$ cat src/design/tdpt_pkg.sv
// Package for the trial-division prime test core: field widths, fixed divisors
// and the command/status structs between controller and datapath.
// No dependencies.
package tdpt_pkg;

    localparam int CAND_W   = 32;   // width of the candidate port
    localparam int FACTOR_W = 16;   // width of the reported factor

    localparam int FIRST_ODD_DIVISOR = 3;
    localparam int EVEN_DIVISOR      = 2;

    // controller -> datapath
    typedef struct packed {
        logic load;       // capture a new number, divisor back to three
        logic start_div;  // clear remainder, point at the top bit
        logic step_div;   // one restoring-division bit
        logic advance;    // divisor += 2, square kept in step
    } tdpt_cmd_t;

    // datapath -> controller
    typedef struct packed {
        logic                num_lt2;
        logic                num_two;
        logic                num_even;
        logic                sq_gt_num;   // divisor squared above the number
        logic                rem_zero;
        logic                div_last;    // current division bit is bit 0
        logic [FACTOR_W-1:0] factor;      // current divisor, low bits
    } tdpt_stat_t;

endpackage

$ cat src/design/trial_division_prime_test_core.sv
// Top level of the trial-division prime test core: controller plus datapath.
// Depends on tdpt_pkg, tdpt_ctrl and tdpt_datapath.
//
//  channel | ports                                     | direction
//  --------+-------------------------------------------+----------
//  input   | s_valid s_ready s_candidate[31:0]         | in
//  result  | m_valid m_ready m_is_prime                | out
//          | m_smallest_factor[15:0]                   |
//
// Flow: one item at a time. Numbers below 3 and even numbers are settled in
// the check state and go on to the output register. Otherwise each odd
// divisor tried takes a square compare, one remainder bit per cycle and a
// remainder test, set by the bit-serial remainder unit; the item ends when a
// divisor divides the number or when the divisor squared is above the number.
// Reset: synchronous on aresetn low; control and output valid clear.
// Stalls: a finished result sits in the output register while the next item
// is accepted; a second result waits in the controller until the slot frees.
module trial_division_prime_test_core import tdpt_pkg::*; #(
    parameter int NUMBER_WIDTH = 32
) (
    input  logic                aclk,
    input  logic                aresetn,
    input  logic                s_valid,
    output logic                s_ready,
    input  logic [CAND_W-1:0]   s_candidate,
    output logic                m_valid,
    input  logic                m_ready,
    output logic                m_is_prime,
    output logic [FACTOR_W-1:0] m_smallest_factor
);

    // command and status between sequencer and datapath
    tdpt_cmd_t  cmd;
    tdpt_stat_t stat;

    // sequencer: classifies the number, runs one divisor at a time,
    // owns the output register
    tdpt_ctrl u_ctrl (
        .aclk              (aclk),
        .aresetn           (aresetn),
        .s_valid           (s_valid),
        .s_ready           (s_ready),
        .m_valid           (m_valid),
        .m_ready           (m_ready),
        .m_is_prime        (m_is_prime),
        .m_smallest_factor (m_smallest_factor),
        .cmd               (cmd),
        .stat              (stat)
    );

    // datapath: held number, odd divisor with its running square, and the
    // restoring remainder unit (square compare replaces the sqrt bound)
    tdpt_datapath #(
        .NUMBER_WIDTH (NUMBER_WIDTH)
    ) u_datapath (
        .aclk      (aclk),
        .candidate (s_candidate),
        .cmd       (cmd),
        .stat      (stat)
    );

endmodule

$ cat src/design/tdpt_datapath.sv
// Datapath of the trial-division prime test: number, odd divisor, its square
// and a bit-serial restoring remainder unit. Depends on tdpt_pkg.
module tdpt_datapath import tdpt_pkg::*; #(
    parameter int NUMBER_WIDTH = 32
) (
    input  logic                aclk,
    input  logic [CAND_W-1:0]   candidate,
    input  tdpt_cmd_t           cmd,
    output tdpt_stat_t          stat
);

    localparam int W  = NUMBER_WIDTH;
    localparam int DW = (W + 1) / 2 + 1;   // holds every divisor tried
    localparam int SW = 2 * DW;            // holds its square
    localparam int CW = $clog2(W);

    logic [W-1:0]  num_reg;
    logic [DW-1:0] div_reg;
    logic [SW-1:0] sq_reg;
    logic [DW-1:0] rem_reg;
    logic [CW-1:0] bit_idx_reg;

    logic [W+CAND_W-1:0]   cand_ext;
    logic [DW:0]           rem_shift;
    logic [DW:0]           rem_diff;
    logic [DW+FACTOR_W-1:0] div_ext;

    assign cand_ext  = {{W{1'b0}}, candidate};
    assign rem_shift = {rem_reg, num_reg[bit_idx_reg]};
    assign rem_diff  = rem_shift - {1'b0, div_reg};
    assign div_ext   = {{FACTOR_W{1'b0}}, div_reg};

    always_ff @(posedge aclk) begin
        if (cmd.load) begin
            num_reg <= cand_ext[W-1:0];
            div_reg <= DW'(FIRST_ODD_DIVISOR);
            sq_reg  <= SW'(FIRST_ODD_DIVISOR * FIRST_ODD_DIVISOR);
        end else if (cmd.advance) begin
            div_reg <= div_reg + DW'(2);
            // (d+2)^2 = d^2 + 4d + 4
            sq_reg  <= sq_reg + SW'({div_reg, 2'b00}) + SW'(4);
        end
        if (cmd.start_div) begin
            rem_reg     <= '0;
            bit_idx_reg <= CW'(W - 1);
        end else if (cmd.step_div) begin
            rem_reg     <= rem_diff[DW] ? rem_shift[DW-1:0] : rem_diff[DW-1:0];
            bit_idx_reg <= bit_idx_reg - CW'(1);
        end
    end

    always_comb begin
        stat.num_lt2   = (num_reg[W-1:1] == '0);
        stat.num_two   = (num_reg == W'(EVEN_DIVISOR));
        stat.num_even  = ~num_reg[0];
        stat.sq_gt_num = (sq_reg > SW'(num_reg));
        stat.rem_zero  = (rem_reg == '0);
        stat.div_last  = (bit_idx_reg == '0);
        stat.factor    = div_ext[FACTOR_W-1:0];
    end

endmodule

$ cat src/design/tdpt_ctrl.sv
// Controller of the trial-division prime test: sequencing state machine,
// pending result and the output register. Depends on tdpt_pkg.
module tdpt_ctrl import tdpt_pkg::*; (
    input  logic                aclk,
    input  logic                aresetn,
    input  logic                s_valid,
    output logic                s_ready,
    output logic                m_valid,
    input  logic                m_ready,
    output logic                m_is_prime,
    output logic [FACTOR_W-1:0] m_smallest_factor,
    output tdpt_cmd_t           cmd,
    input  tdpt_stat_t          stat
);

    localparam logic [2:0] ST_IDLE   = 3'd0;
    localparam logic [2:0] ST_CHECK  = 3'd1;
    localparam logic [2:0] ST_DIV    = 3'd2;
    localparam logic [2:0] ST_TEST   = 3'd3;
    localparam logic [2:0] ST_RESULT = 3'd4;

    logic [2:0]          state_reg, state_next;
    logic                res_prime_reg, res_prime_next;
    logic [FACTOR_W-1:0] res_factor_reg, res_factor_next;
    logic                m_valid_reg, m_valid_next;
    logic                m_prime_reg, m_prime_next;
    logic [FACTOR_W-1:0] m_factor_reg, m_factor_next;
    logic                out_free;

    assign s_ready           = (state_reg == ST_IDLE);
    assign m_valid           = m_valid_reg;
    assign m_is_prime        = m_prime_reg;
    assign m_smallest_factor = m_factor_reg;
    assign out_free          = ~m_valid_reg | m_ready;

    always_comb begin
        state_next      = state_reg;
        res_prime_next  = res_prime_reg;
        res_factor_next = res_factor_reg;
        m_valid_next    = m_valid_reg & ~m_ready;
        m_prime_next    = m_prime_reg;
        m_factor_next   = m_factor_reg;
        cmd             = '0;
        case (state_reg)
            ST_IDLE: begin
                if (s_valid) begin
                    cmd.load   = 1'b1;
                    state_next = ST_CHECK;
                end
            end
            ST_CHECK: begin
                if (stat.num_lt2) begin
                    res_prime_next  = 1'b0;
                    res_factor_next = '0;
                    state_next      = ST_RESULT;
                end else if (stat.num_two) begin
                    res_prime_next  = 1'b1;
                    res_factor_next = '0;
                    state_next      = ST_RESULT;
                end else if (stat.num_even) begin
                    res_prime_next  = 1'b0;
                    res_factor_next = FACTOR_W'(EVEN_DIVISOR);
                    state_next      = ST_RESULT;
                end else if (stat.sq_gt_num) begin
                    res_prime_next  = 1'b1;
                    res_factor_next = '0;
                    state_next      = ST_RESULT;
                end else begin
                    cmd.start_div = 1'b1;
                    state_next    = ST_DIV;
                end
            end
            ST_DIV: begin
                cmd.step_div = 1'b1;
                if (stat.div_last) begin
                    state_next = ST_TEST;
                end
            end
            ST_TEST: begin
                if (stat.rem_zero) begin
                    res_prime_next  = 1'b0;
                    res_factor_next = stat.factor;
                    state_next      = ST_RESULT;
                end else begin
                    cmd.advance = 1'b1;
                    state_next  = ST_CHECK;
                end
            end
            ST_RESULT: begin
                if (out_free) begin
                    m_valid_next  = 1'b1;
                    m_prime_next  = res_prime_reg;
                    m_factor_next = res_factor_reg;
                    state_next    = ST_IDLE;
                end
            end
            default: begin
                state_next = ST_IDLE;
            end
        endcase
    end

    always_ff @(posedge aclk) begin
        if (!aresetn) begin
            state_reg   <= ST_IDLE;
            m_valid_reg <= 1'b0;
        end else begin
            state_reg   <= state_next;
            m_valid_reg <= m_valid_next;
        end
        res_prime_reg  <= res_prime_next;
        res_factor_reg <= res_factor_next;
        m_prime_reg    <= m_prime_next;
        m_factor_reg   <= m_factor_next;
    end

    a_accept_to_check: assert property (@(posedge aclk) disable iff (!aresetn)
        (s_valid && s_ready) |=> (state_reg == ST_CHECK))
        else $error("accepted item did not start a test");

    a_new_result_from_result_state: assert property (@(posedge aclk) disable iff (!aresetn)
        $rose(m_valid_reg) |-> ($past(state_reg) == ST_RESULT))
        else $error("output valid raised outside result hand-off");

    a_prime_has_no_factor: assert property (@(posedge aclk) disable iff (!aresetn)
        (m_valid_reg && m_prime_reg) |-> (m_factor_reg == '0))
        else $error("prime result carries a factor");

    a_division_ends_in_test: assert property (@(posedge aclk) disable iff (!aresetn)
        (state_reg == ST_DIV && stat.div_last) |=> (state_reg == ST_TEST))
        else $error("division pass did not end in remainder test");

endmodule
$ cat config.mk
export PLATFORM = sky130hd
export DESIGN_NAME = trial_division_prime_test_core
export DESIGN_NICKNAME = d
export VERILOG_FILES = /design/src/design/tdpt_pkg.sv /design/src/design/trial_division_prime_test_core.sv /design/src/design/tdpt_datapath.sv /design/src/design/tdpt_ctrl.sv
export SDC_FILE = /design/constraint.sdc
export NUM_CORES = 1
export LEC_CHECK = 0
export BUFFER_PORTS_ARGS = -buffer_cell sky130_fd_sc_hd__buf_2
export CORE_MARGIN = 2
export CORE_UTILIZATION = 55
export DETAILED_ROUTE_END_ITERATION = 16
export PLACE_DENSITY_LB_ADDON = 0.08
export SETUP_SLACK_MARGIN = 0.5
export SYNTH_ARGS = -nofsm -noshare
export SYNTH_HDL_FRONTEND = slang
export SYNTH_SLANG_ARGS = --single-unit
$ cat constraint.sdc
create_clock -name aclk -period 4.95 [get_ports aclk]
set_input_delay 0.495 -clock aclk [delete_from_list [all_inputs] [get_ports aclk]]
set_output_delay 0.495 -clock aclk [all_outputs]
set_load 0.01 [all_outputs]
==> results of run 1 <==
## worst min-delay path by stage
stage / cells past startpoint / endpoint / from
floorplan: 0 / u_ctrl.m_is_prime$_DFFE_PP_ / u_ctrl.res_prime_reg$_SDFFCE_PP0P_
global placement: 0 / u_ctrl.m_smallest_factor[8]$_DFFE_PP_ / u_ctrl.res_factor_reg[8]$_SDFFCE_PP0P_
detailed placement: 0 / u_ctrl.m_smallest_factor[10]$_DFFE_PP_ / u_ctrl.res_factor_reg[10]$_SDFFCE_PP0P_
CTS: 1 / u_datapath.num_reg[23]$_DFFE_PP_ / s_candidate[23]
global route: 1 / u_datapath.num_reg[0]$_DFFE_PP_ / s_candidate[0]
finish: 1 / u_datapath.num_reg[23]$_DFFE_PP_ / s_candidate[23]
## placed cells by master (no fill, tap or decap), types with 15 or more instances in the layout
cell type  count
and2_1        19
xnor2_1       34
ha_1          79
nand4_1       15
edfxtp_1      66
xor2_1        15
buf_2         54
nor3_1        16
nor2_1        59
nand3_1       23
a21oi_1       54
nand2_1       66
mux2i_1       19
o21ai_0       20
dfxtp_1       72
inv_1         62
a21o_1        22
clkbuf_16     17
## where the power goes
part / leakage [uW] / internal (uW) / total [uW] / switching, uW
clock network: 0.000272 / 738 / 1220 / 487
logic: 0.00245 / 744 / 1590 / 847
registers: 0.00121 / 1310 / 1440 / 125
## critical path: cells and delay by family, from the launching register on
kind                     cells  cell delay, ns
AND/OR/NAND/NOR              2            0.28
adder cells (fa/ha/maj)      1            0.39
AO/OA/AOI/OAI                7            1.63
multiplexers                 4            1.09
flip-flops                   1            0.59
## cells in the mapped netlist (3+ instances only)
cell       count
a2111oi_0      4
a21boi_0       3
a21o_1        22
a21oi_1       54
and2_1        19
and3_1        10
and4_1         5
buf_6          5
clkbuf_1      16
dfxtp_1       73
edfxtp_1      66
ha_1          79
inv_1         62
mux2i_1       19
mux4_1         4
mux4_2         4
nand2_1       66
nand2b_1       7
nand3_1       23
nand4_1       15
nor2_1        59
nor2b_1        7
nor3_1        16
nor3b_1        3
nor4_1        13
o211ai_1       4
o21a_1        11
o21ai_0       20
o21ai_1        3
o21bai_1       3
o2bb2ai_1     13
o31a_1         3
o31ai_1        4
or2_2          3
or3_1          5
xnor2_1       34
xor2_1        15
## cells by family after synthesis
kind of cell / Yosys count
AOI/OAI and AO/OA: 165
xor gates and xnor gates: 49
adders and majority gates: 81
buffers and inverters: 87
DFF: 139
muxes: 28
and+or+nand+nor: 259
## final cells by class
class / instances / area [sq um] / share of cell area, %
multi-input combinational: 582 / 4260 / 47.0
sequential: 139 / 3440 / 38.0
clock buffer: 20 / 437 / 4.82
timing repair buffer: 61 / 323 / 3.57
inverter: 63 / 236 / 2.61
tap: 184 / 230 / 2.54
clock inverter: 12 / 125 / 1.38
## repair_timing
| item | CTS | global route |
|---|---|---|
| endpoints found under the hold margin | 0 | 0 |
| endpoints found under the setup margin | 0 | 2 |
| gates resized for setup | 0 | 2 |
## routing by layer
metal / global-route usage [%] / vias up
met1: 32.7 / 2904
li1: - / 3043
met4: 7.97 / 0
met3: 4.75 / 36
met2: 41.6 / 171
met5: 0 / -
## per-stage QoR
stage / instance area [sq um] / instances
finish: 9050 / 1061
global route: 9050 / 1061
CTS: 9050 / 1061
detailed placement: 8490 / 1029
global placement: 8490 / 1029
floorplan: 8080 / 808
==> flow_summary.yaml, run 1 <==
sta:
  period_needed_ns: 4.12
  whs_ns: 0.243
  final.period_utilization_pct: 83.3
  slew_violations: 0
  fmax_mhz: 243
  skew_ns: 0.00823
  postLayoutSetupSlackWorst_ns: 0.828
  finalSetupTns_ns: 0
  max_slew.worst_pin.slew_ns: 1.21
  relSlewSlack_pct: 19.0
  finalHoldViolCount: 0
  finalSetupViolCount: 0
  rsz0062_at_grt: "false"
final_layout:
  fillers: 1222
  drive_gt1_share_pct: 12.0
  area_growth_pct: 12.1
  final_util_pct: 62.8
  nets: 981
  n_antenna_cell: 0
  largest_reg_flops: 32
power_and_ir_drop:
  p_leak_uw: 0.00394
  ir_drop_uv: 285
  finalPower_uw: 4250
  power_density_nw_per_um2: 470
die:
  die_h_um: 125
  start_util_pct: 56.0
  fp-row-count: 44
  core_area_sq_um: 14400
  die_area_sq_um: 15700
  die_w_um: 125
  ios: 55
drt:
  drt-total-wl_um: 18800
  wl_met3_um: 937
  dr.max_layer_used: "met4"
  num_vias: 6154
  ant_nets: 0
  drt-initial-drc-count: 324
  wl_met2_um: 9010
  drc: 0
  wl_met1_um: 8420
  vias_per_cell: 5.80
  wl_per_cell_um: 17.7
  drt_pass1_iterations: 5
setup_path:
  critical_path.max_fanout: 10
  required_ns: 5.25
  rrSetupSlack_ns: 0.83
  cp.arrival_ns: 4.42
  rr_endpoint: "u_datapath.rem_reg[16]$_SDFFE_PP0P_"
  cp_common_cell: "mux2i_1"
  cp_slowest_cell: "mux4_1"
  ff2ff_path_depth: 14
  path_class: "reg -> reg"
  critPathLaunch: "u_datapath.bit_idx_reg[2]$_SDFFE_PP1P_"
  cp-start-kind: "flip-flop"
  slowest_delay_ns: 0.62
  crit_chain: "mux4_1 > mux2i_1 > a22oi_2 > and2_4 > fa_1 > a21oi_1 > o21ai_0 > a2111oi_1 > o31ai_1 > o41a_1 > mux2i_1 > nand3_1 > mux2i_1 > o2bb2ai_1"
  r2r-start: "u_datapath.bit_idx_reg[2]$_SDFFE_PP1P_"
  endpoint: "u_datapath.rem_reg[16]$_SDFFE_PP0P_"
  worstSetupEndpointType: "flip-flop"
clock_tree:
  postCtsSetupBuffers: 0
  clockRootBuffer: "clkbuf_16"
  clkLatencyLatePin_ns: 0.42
  ctsHoldBuffers: 0
  cts_tree: "yes"
  cts_num_sinks: 139
  clk_pin_slew_ns: 0.06
  cts_buffer_depth: 2
  h-tree-depth: 4
  cts_inserted_buffers: 17
synthesis:
  synth_fa_ha_area_share_pct: 12.7
  synthFlopType: "dfxtp_1"
  ys_types: 68
  synthesis.nets: 925
  async_flop_share_pct: 0
  yosysTopAreaCell: "edfxtp_1"
  yosysWarningCount: 0
  yosys-top-cells-area: "edfxtp_1, dfxtp_1, ha_1"
  netlist_area_sq_um: 8080
  synth_cells: 808
  synth-simple-area-share_pct: 16.0
  synth_seq_cells: 139
  synthXorXnorAreaFrac_pct: 5.31
  synth_top_family_by_area: "simple AND/OR/NAND/NOR gates"
  yosysTopAreaCellShare_pct: 24.5
  yosysSeqAreaShare_pct: 42.6
  postSynthAreaPerCell_sq_um: 10.0
  synth.area.mux_share_pct: 4.91
  synth_compound_area_share_pct: 13.7
  synth-edff-count: 66
grt:
  grt_use_total_pct: 24.8
  grt_pass1_vias: 5980
  antenna_found_initial: 0
  grt_pass1_wl_um: 30900
  grt_max_degree: 43
  gr-total-overflow: 0
placement:
  portBuffers: 54
  gp_congestion: 0.917
  post-place-ws_ns: 0.758
  hpwl_um: 14400
hold_path:
  hp-class: "in -> reg"
job:
  maxCapViolCount: 0
run_status:
  status: "completed"
Power figures use the tool's default switching activity.
==> run 2, diff against run 1 <==
==> constraint.sdc (replaced) <==
create_clock -name aclk -period 3.5 [get_ports aclk]
set_input_delay 0.35 -clock aclk [delete_from_list [all_inputs] [get_ports aclk]]
set_output_delay 0.35 -clock aclk [all_outputs]
set_load 0.01 [all_outputs]
==> run 2 against run 1 <==
  * The run now ends with setup timing left
  * First-iteration DRC count increased by 33%
  * Largest cell class unchanged
  * Core utilization grew 5.7 points
  * Fmax up 17%
  * Critical path type unchanged
  * Clock power increased by 43%
  * Sequential cell count is the same
  * Sequential share of layout area fell by 3.0 points
  * Sequential power is 40% higher
==> flow_summary.yaml, run 2 (synthesis gave the netlist of run 1 again) <==
power_and_ir_drop:
  finalPower_uw: 7150
  p_comb_share_pct: 47.6
  power_density_nw_per_um2: 724
  pwr-share-clk_pct: 24.3
  p_leak_uw: 0.00428
  switching_share_pct: 34.4
  p_int_uw: 4690
  ir_drop_uv: 439
  p_sw_uw: 2460
  power_frac_seq_pct: 28.2
die:
  start_util_pct: 56.0
  fp-row-count: 44
  die_h_um: 125
  core_area_sq_um: 14400
  die_w_um: 125
  ios: 55
  die_area_sq_um: 15700
sta:
  fmax_mhz: 285
  finalSetupViolCount: 1
  max_slew.worst_pin.slew_ns: 0.854
  period_needed_ns: 3.51
  slew_violations: 0
  skew_ns: 0.00666
  postLayoutSetupSlackWorst_ns: -0.0118
  finalSetupTns_ns: -0.0118
  relSlewSlack_pct: 43.1
  final.period_utilization_pct: 100
  rsz0062_at_grt: "true"
  finalHoldViolCount: 0
placement:
  place_area_sq_um: 8850
  portBuffers: 54
  hpwl_um: 14600
  gp_congestion: 0.913
setup_path:
  worstSetupEndpointType: "flip-flop"
  cp_slowest_cell: "mux4_2"
  cp_top_family: "compound AO/OA/AOI/OAI gates"
  slowest_delay_ns: 0.49
  ff2ff_path_depth: 14
  cp.buffers_inverters: 0
  crit_chain: "mux4_2 > mux2i_1 > a22oi_2 > and2_4 > fa_2 > a21oi_2 > o21ai_2 > a2111oi_4 > o31ai_2 > o41a_1 > mux2i_1 > nand3_1 > mux2i_1 > o2bb2ai_1"
  critical_path.max_fanout: 3
  cp.arrival_ns: 3.81
  required_ns: 3.79
  cp.depth: 14
  cp_common_cell: "mux2i_1"
  path_class: "reg -> reg"
  cp-start-kind: "flip-flop"
drt:
  drc: 0
  wl_per_cell_um: 17.5
  vias_per_cell: 5.68
  ant_nets: 0
  drt-initial-drc-count: 430
  drt_pass1_iterations: 4
  drt-total-wl_um: 19600
  num_vias: 6381
clock_tree:
  clockRootBuffer: "clkbuf_16"
  h-tree-depth: 4
  cts_inserted_buffers: 17
  cts_tree: "yes"
  cts_num_sinks: 139
  clkLatencyLatePin_ns: 0.43
  cts_buffer_depth: 2
  clk_pin_slew_ns: 0.06
grt:
  grt_pass1_vias: 6339
  grt_pass1_wl_um: 31100
  grt_max_degree: 45
  gr-total-overflow: 0
  antenna_found_initial: 0
  grt_use_total_pct: 24.9
job:
  maxCapViolCount: 0
final_layout:
  final_cell_mix: "ha_1, nand2_1, edfxtp_1, dfxtp_1, inv_1"
  largest_reg_flops: 32
  n_antenna_cell: 0
  area_growth_pct: 22.3
  drive_gt1_share_pct: 23.3
  nets: 1043
  layout_commonest_cell: "ha_1"
  fillers: 1094
  final_area_sq_um: 9880
hold_path:
  hold_depth: 1
  hp-class: "in -> reg"
run_status:
  status: "finished with violations"
  violations: "setup timing"
==> run 2: path summary, 6_finish.rpt <==
path | startpoint | end | slack [ns]
worst min-delay path | s_candidate[4] | u_datapath.num_reg[4]$_DFFE_PP_ | 0.09
worst max-delay path | u_datapath.num_reg[9]$_DFFE_PP_ | u_datapath.rem_reg[16]$_SDFFE_PP0P_ | -0.01
worst max register to register | u_datapath.num_reg[9]$_DFFE_PP_ | u_datapath.rem_reg[16]$_SDFFE_PP0P_ | -0.01
worst min register to register | u_ctrl.res_factor_reg[1]$_DFFE_PP_ | u_ctrl.m_smallest_factor[1]$_DFFE_PP_ | 0.42
==> run 2: metal layers <==
metal / vias to the layer above / wire [um] / track usage (%)
met4: 0 / 486 / 9.08
met3: 36 / 714 / 4.28
met2: 164 / 9850 / 43.6
met5: - / 0 / 0
li1: 3167 / - / -
met1: 3014 / 8550 / 31.0
==> run 2: layout make-up <==
| cell class | count | area (sq um) | share of cell area (%) |
|---|---|---|---|
| timing repair buffer | 123 | 883 | 8.94 |
| tap | 184 | 230 | 2.33 |
| multi-input combinational | 582 | 4510 | 45.6 |
| inverter | 63 | 236 | 2.39 |
| clock buffer | 17 | 425 | 4.31 |
| sequential | 139 | 3460 | 35.0 |
| clock inverter | 15 | 136 | 1.38 |
==> run 2: power by group through the flow <==
| stage | clock network (uW) | logic, uW | registers [uW] |
|---|---|---|---|
| 6_report | 1740 | 3400 | 2010 |
| 5_1_grt | 1830 | 3640 | 2030 |
| 4_1_cts | 1760 | 3030 | 2000 |
| 3_5_place_dp | 0 | 2500 | 2030 |
| 3_3_place_gp | 0 | 2500 | 2020 |
| 2_1_floorplan | 0 | 2040 | 1980 |
==> run 2: stage by stage <==
| stage | hold slack (ns) | worst slack (ns) | std cells | util (%) |
|---|---|---|---|---|
| 2_1_floorplan | 0.400 | 0.0715 | 808 | - |
| 3_3_place_gp | 0.403 | -0.0693 | 1070 | 61.4 |
| 3_5_place_dp | 0.405 | -0.112 | 1070 | 61.4 |
| 4_1_cts | 0.0820 | 0.0697 | 1116 | 66.9 |
| 5_1_grt | 0.0796 | -0.206 | 1123 | 68.5 |
| 6_report | 0.0939 | -0.0118 | 1123 | 68.5 |
==> run 2: what timing repair did <==
action,4_1_cts,5_1_grt
hold buffers,0,0
hold endpoints to repair,0,0
setup buffers,12,7
gates cloned,2,0
resized for setup,26,45
setup endpoints to repair,28,49
pin swaps,14,25
==> run 3, diff against run 2 <==
--- a/config.mk
+++ b/config.mk
@@ -10,6 +10,7 @@
 export CORE_UTILIZATION = 55
 export DETAILED_ROUTE_END_ITERATION = 16
 export PLACE_DENSITY_LB_ADDON = 0.08
+export RECOVER_POWER = 25
 export SETUP_SLACK_MARGIN = 0.5
 export SYNTH_ARGS = -nofsm -noshare
 export SYNTH_HDL_FRONTEND = slang
==> run 3 against run 2 <==
  * The run still ends with setup timing left
  * Combinational power barely moved
  * Power barely moved
  * Register-to-register slack barely moved
  * Non-clock buffer count did not move
  * Cell area fell by 0.10%
  * Clock-buffer cell count did not move
  * Critical path type unchanged
  * Critical endpoint unchanged
==> flow_summary.yaml, run 3 (synthesis gave the netlist of run 1 again) <==
run_status:
  status: "finished with violations"
  violations: "setup timing"
sta:
  whs_ns: 0.0936
  postLayoutSetupSlackWorst_ns: -0.00685
  fmax_mhz: 285
  period_needed_ns: 3.51
  relSlewSlack_pct: 43.1
  max_slew.worst_pin.slew_ns: 0.854
  finalHoldViolCount: 0
  finalSetupViolCount: 1
  rsz0062_at_grt: "true"
  final.period_utilization_pct: 100
  skew_ns: 0.00661
  slew_violations: 0
setup_path:
  cp-start-kind: "flip-flop"
  rrSetupSlack_ns: -0.007
  path_class: "reg -> reg"
  required_ns: 3.79
  worstSetupEndpointType: "flip-flop"
  ff2ff_path_depth: 14
  cp.buffers_inverters: 0
  critical_path.max_fanout: 3
  cp_top_family: "compound AO/OA/AOI/OAI gates"
  rr_endpoint: "u_datapath.rem_reg[16]$_SDFFE_PP0P_"
  cp.arrival_ns: 3.80
  slowest_delay_ns: 0.49
  cp_common_cell: "mux2i_1"
  crit_chain: "mux4_2 > mux2i_1 > a22oi_2 > and2_4 > fa_2 > a21oi_2 > o21ai_2 > a2111oi_4 > o31ai_2 > o41a_1 > mux2i_1 > nand3_1 > mux2i_1 > o2bb2ai_1"
  r2r-start: "u_datapath.num_reg[9]$_DFFE_PP_"
  cp_slowest_cell: "mux4_2"
  cp.depth: 14
drt:
  num_vias: 6390
  vias_per_cell: 5.69
  drt-initial-drc-count: 431
  drt_pass1_iterations: 5
  drc: 0
  drt-total-wl_um: 19600
  ant_nets: 0
  wl_per_cell_um: 17.5
clock_tree:
  cts_buffer_depth: 2
  h-tree-depth: 4
  ctsHoldBuffers: 0
  cts_inserted_buffers: 17
  clockRootBuffer: "clkbuf_16"
  cts_tree: "yes"
  clkLatencyLatePin_ns: 0.43
  cts_num_sinks: 139
  clk_pin_slew_ns: 0.06
job:
  maxCapViolCount: 0
hold_path:
  whs_endpoint: "u_datapath.num_reg[4]$_DFFE_PP_"
  min_from: "s_candidate[4]"
  hold_depth: 1
  hp-class: "in -> reg"
final_layout:
  drive_gt1_share_pct: 22.7
  final_util_pct: 68.4
  largest_reg_flops: 32
  multi_input_area_sq_um: 4510
  final_cell_mix: "ha_1, nand2_1, edfxtp_1, dfxtp_1, inv_1"
  fillers: 1096
  layout_commonest_cell: "ha_1"
  n_antenna_cell: 0
  seqCellArea_sq_um: 3460
  nets: 1043
  area_growth_pct: 22.1
power_and_ir_drop:
  power_density_nw_per_um2: 725
  p_leak_uw: 0.00426
  p_sw_uw: 2460
  power_frac_seq_pct: 28.2
  p_int_uw: 4690
  p_comb_share_pct: 47.6
  pwr-share-clk_pct: 24.3
  ir_drop_uv: 439
  switching_share_pct: 34.5
grt:
  grt_pass1_wl_um: 31100
  gr-total-overflow: 0
  grt_max_degree: 45
  grt_use_total_pct: 24.9
  antenna_found_initial: 0
  grt_pass1_vias: 6339
die:
  die_h_um: 125
  start_util_pct: 56.0
  core_area_sq_um: 14400
  fp-row-count: 44
  die_area_sq_um: 15700
  ios: 55
  die_w_um: 125
placement:
  portBuffers: 54
  hpwl_um: 14600
  gp_congestion: 0.913
run 3: cell types whose count changed in the layout (fill, tap and decap cells not counted):
cell | before | now
buf_2 | 54 | 49
clkbuf_1 | 0 | 6
buf_4 | 55 | 54
run 3: cell type report:
type                            count  share of cell area [%]
Multi-Input combinational cell    582                    45.7
Sequential cell                   139                    35.1
Timing Repair Buffer              123                    8.85
Clock buffer                       17                    4.31
Inverter                           63                    2.40
Tap cell                          184                    2.33
Clock inverter                     15                    1.38
run 3: worst max path at each step:
stage,startpoint,endpoint,slack (ns)
4_1_cts,u_datapath.bit_idx_reg[0]$_SDFFE_PP1P_,u_datapath.rem_reg[16]$_SDFFE_PP0P_,0.07
5_1_grt,u_datapath.bit_idx_reg[0]$_SDFFE_PP1P_,u_datapath.rem_reg[16]$_SDFFE_PP0P_,-0.21
2_1_floorplan,u_datapath.bit_idx_reg[0]$_SDFFE_PP1P_,u_datapath.rem_reg[16]$_SDFFE_PP0P_,0.07
3_5_place_dp,u_datapath.bit_idx_reg[1]$_SDFFE_PP1P_,u_datapath.rem_reg[16]$_SDFFE_PP0P_,-0.11
6_report,u_datapath.num_reg[9]$_DFFE_PP_,u_datapath.rem_reg[16]$_SDFFE_PP0P_,-0.007
3_3_place_gp,u_datapath.bit_idx_reg[1]$_SDFFE_PP1P_,u_datapath.rem_reg[16]$_SDFFE_PP0P_,-0.07
run 3: per-layer routing:
layer / part of all wire, % / GRT usage (%)
met5: 0 / 0
met3: 3.8 / 4.28
met1: 44 / 31.0
met4: 2.5 / 9.08
met2: 50 / 43.6
run 3: timing repair:
item,4_1_cts,5_1_grt
endpoints found under the hold margin,0,0
setup buffers,12,7
setup endpoints to repair,28,49
pin swaps,14,25
cloned,2,0
resized for setup,26,45
run 3: power by group through the flow:
stage | sequential, uW | clock [uW] | combinational, uW
after floorplan | 1980 | 0 | 2040
after global placement | 2020 | 0 | 2500
after detailed placement | 2030 | 0 | 2500
after CTS | 2000 | 1760 | 3030
after global routing | 2030 | 1830 | 3640
final | 2010 | 1740 | 3400
run 3: stage by stage:
step | setup WS, ns | total power [uW] | instances | TNS [ns] | instance area [sq um]
final | -0.00685 | 7150 | 1123 | -0.00685 | 9870
after global routing | -0.206 | 7500 | 1123 | -0.256 | 9870
after CTS | 0.0697 | 6790 | 1116 | 0 | 9650
after detailed placement | -0.112 | 4530 | 1070 | -0.167 | 8850
after global placement | -0.0693 | 4520 | 1070 | -0.0693 | 8850
after floorplan | 0.0715 | 4020 | 808 | 0 | 8100
